==> src/hdl/jmss_ram.sv <==
// Generic single-port-write, single-port-read RAM with registered read.
// No dependencies.
module jmss_ram #(
  parameter int WIDTH = 8,
  parameter int DEPTH = 16
) (
  input  logic                     clk,
  input  logic                     wr_en,
  input  logic [$clog2(DEPTH)-1:0] wr_addr,
  input  logic [WIDTH-1:0]         wr_data,
  input  logic                     rd_en,
  input  logic [$clog2(DEPTH)-1:0] rd_addr,
  output logic [WIDTH-1:0]         rd_data
);

  logic [WIDTH-1:0] mem [DEPTH];

  always_ff @(posedge clk) begin
    if (wr_en) mem[wr_addr] <= wr_data;
    if (rd_en) rd_data <= mem[rd_addr];
  end

endmodule

==> config.mk <==
export PLATFORM = sky130hd
export DESIGN_NAME = jmss_ram
export DESIGN_NICKNAME = d
export VERILOG_FILES = /design/src/hdl/jmss_ram.sv
export SDC_FILE = /design/constraint.sdc
export NUM_CORES = 1
export LEC_CHECK = 0
export BUFFER_PORTS_ARGS = -buffer_cell sky130_fd_sc_hd__buf_2
export CAP_MARGIN = 10
export CORE_MARGIN = 10
export CORE_UTILIZATION = 55
export DETAILED_ROUTE_END_ITERATION = 12
export HOLD_SLACK_MARGIN = 0.15
export PLACE_DENSITY = 0.69
export REMOVE_ABC_BUFFERS = 1
export SYNTH_ARGS = -nofsm -noshare
export SYNTH_HDL_FRONTEND = slang
export SYNTH_SLANG_ARGS = --single-unit
==> constraint.sdc <==
create_clock -name clk -period 2.4 [get_ports clk]
set_input_delay 0.48 -clock clk [delete_from_list [all_inputs] [get_ports clk]]
set_output_delay 0.48 -clock clk [all_outputs]
set_load 0.01 [all_outputs]
==> metrics.md <==
| Metric | Value |
|---|---|
| 1st-pass router iterations | 4 |
| RSZ-0062 raised after global routing | false |
| P per Cell Area | 889 nW/um2 |
| Via density | 5.75 |
| Top cells by area, synth | edfxtp_1, mux4_2, mux4_1 |
| Clock skew | 0.0150 ns |
| F_max | 643 MHz |
| Initial Utilization | 56.6% |
| Routed WL | between 9000 and 10000 um |
| Tot Pwr | 5.52 mW |
| Die height | 117 um |
| Hold Path Class | input pin to flop |
| Avg WL per Cell | 22.3 um |
| Worst Tran Pin Value | 0.629 ns |
| DR iter-0 viols | 222 |
| Core Region | 9240 um2 |
| Die width | 117 um |
| Leading area contributor after synthesis | edfxtp_1 |
| Final setup fails | 0 |
| Sequential cell area | 4080 um2 |
| Final ANT Viol Nets | 0 |
| Layout Utilization | roughly two thirds |
| Maxcap violations | 0 |
| Post-CTS setup buffer count | 0 |
| P_leak | 2.12 nW |
| # IOs | 27 |
| Commonest cells in the netlist | edfxtp_1, mux4_2, a22oi_1 |
| Clock Path Buffers | 2 |
| Clk root buf | clkbuf_8 |
| WS Path Type | flop to output pin |
| Initial antenna violation count | 0 |
| Vias | 2450 |
| Port Buffers | 26 |
| Setup TNS Final | 0 ns |
| Buffers plus inverters on the worst setup path | 1 |
| Tot GR Track Use | 14.6% |
| Area Overhead vs Synth | 18.7% |
| N_diodes | 0 |
| Placed cell area | ~5600 um2 |
| Full die area | between 10000 and 15000 um2 |
| Clk slew on worst S/H paths | 0.06 ns |
| Mapped Cells | roughly 230 |
| Startpoint Class | flop |
| Post-route minimum period | approximately 1.6 ns |
| Register area share after synthesis | 78.1% |
| Cts repair resizes | 0 |
| Clk sinks | approximately 140 |
| Max-slew violations | 0 |
| Routability cong. | 0.712 |
| Share of the synthesized area in the top cell type | 78.1% |
| Final hold violations | 0 |
| Synth Register Bits | 136 |
| Predominant post-synthesis flop cell | edfxtp_1 |
| CTS tree | yes |
| Syn Area/Cell | 22.8 um2 |
| Most frequent cell after synthesis | edfxtp_1 |
| GR Overflow Total | 0 |
| Netlist cell types | 18 |
| Final Cycle Share | 64.8% |
| Hold Buf Count CTS | 0 |
| Number of flops mapped to enable cells by yosys | 136 |
| First-pass GRT wire length | between 15000 and 20000 um |
| TritonCTS Buffers | 17 |
| Cell Area, Synth | 5230 um2 |
| Design Area, Final | 6210 um2 |
| # fillers | 600 |
| Max IR drop VDD | 0.000435 V |
| Crit-path max FO | 1 |
| Crit. End Element | output pin |
| HPWL Detailed | 5990 um |
| Status | complete, no violations |
| Relative slew margins | 57.9% |
| Synth async-reset ratio | 0% |
| Vias in the first global route | 2618 |
| Core Rows | 35 |
| Critical path arrival | 1.08 ns |
| Multi-input gate area | between 1000 and 1500 um2 |
| CP Data Required Time | 1.92 ns |
| Synthesis warning total | 0 |
| Slowest CP cell | edfxtp_1 |
| Nets@finish | 303 |
| H-tree depth | 4 |
| Share of layout cells above drive strength 1 | 31.3% |
| Critical path's largest stage delay | 0.42 ns |
| Crit path max-delay family | flip-flops |
| Drt drc | 0 |
| Worst-Skew Late Latency | 0.51 ns |
| Worst-path cell chain | buf_2 |
| Largest net degree at the start of global routing | 33 |
## kinds of logic (layout without fill, tap and decap cells)
kind of cell | after synthesis | count (layout) | synth area share [%]
AND/OR/NAND/NOR | 35 | 35 | 3.14
buffers and inverters | 10 | 78 | 1.65
multiplexers | 32 | 32 | 14.8
flip-flops | 136 | 136 | 78.1
AO/OA/AOI/OAI | 16 | 16 | 2.30
## flip-flops by register name, summed over array words and instances, names as in the netlist
register  cells
mem         128
rd_data       8
## worst paths after layout
path,depth (start not counted),end,slack [ns],startpoint
max,1,rd_data[3],0.84,rd_data[3]
min,1,rd_data[2],0.35,rd_en
max reg2reg,3,rd_data[0],0.89,mem[0][0]
min reg2reg,3,rd_data[4],0.76,mem[10][4]
## cell type report
type | count | area share [%]
sequential | 136 | 65.8
multi-input combinational | 83 | 17.0
clock buffer | 18 | 6.73
timing repair buffer | 46 | 4.92
clock inverter | 14 | 2.90
tap | 129 | 2.60
## per-layer routing
metal | track usage (%) | vias to the layer above | share of wire, %
met5 | 0 | - | 0
met4 | 5.10 | 0 | 0.96
met3 | 4.65 | 8 | 4.3
met2 | 21.9 | 68 | 49
met1 | 19.7 | 1281 | 46
li1 | - | 1093 | -
## cells in the final DEF (no fill, tap or decap), drive strengths merged, types with 2 or more instances in the layout
cell	instances
edfxtp	136
buf	46
mux4	32
clkbuf	18
a22oi	16
nor2	13
nand2	9
clkinv	8
nor3	4
bufinv	4
nand3b	2
nand2b	2
## power by group
group	switching, mW	internal [mW]	total (mW)	leakage (nW)
Clock	0.908	1.67	2.58	0.291
Combinational	0.138	0.106	0.243	0.588
Sequential	0.0143	2.68	2.69	1.24
Total	1.06	4.46	5.52	2.12
## stage by stage
step / hold WS, ns / worst slack, ns / std cells
4_1_cts: 0.327 / 0.823 / 426
5_1_grt: 0.334 / 0.790 / 426
2_1_floorplan: 0.579 / 0.427 / 219
3_5_place_dp: 0.748 / 0.364 / 394
6_report: 0.355 / 0.844 / 426
3_3_place_gp: 0.738 / 0.370 / 394
Note: power is estimated with default switching activity, not from simulation.
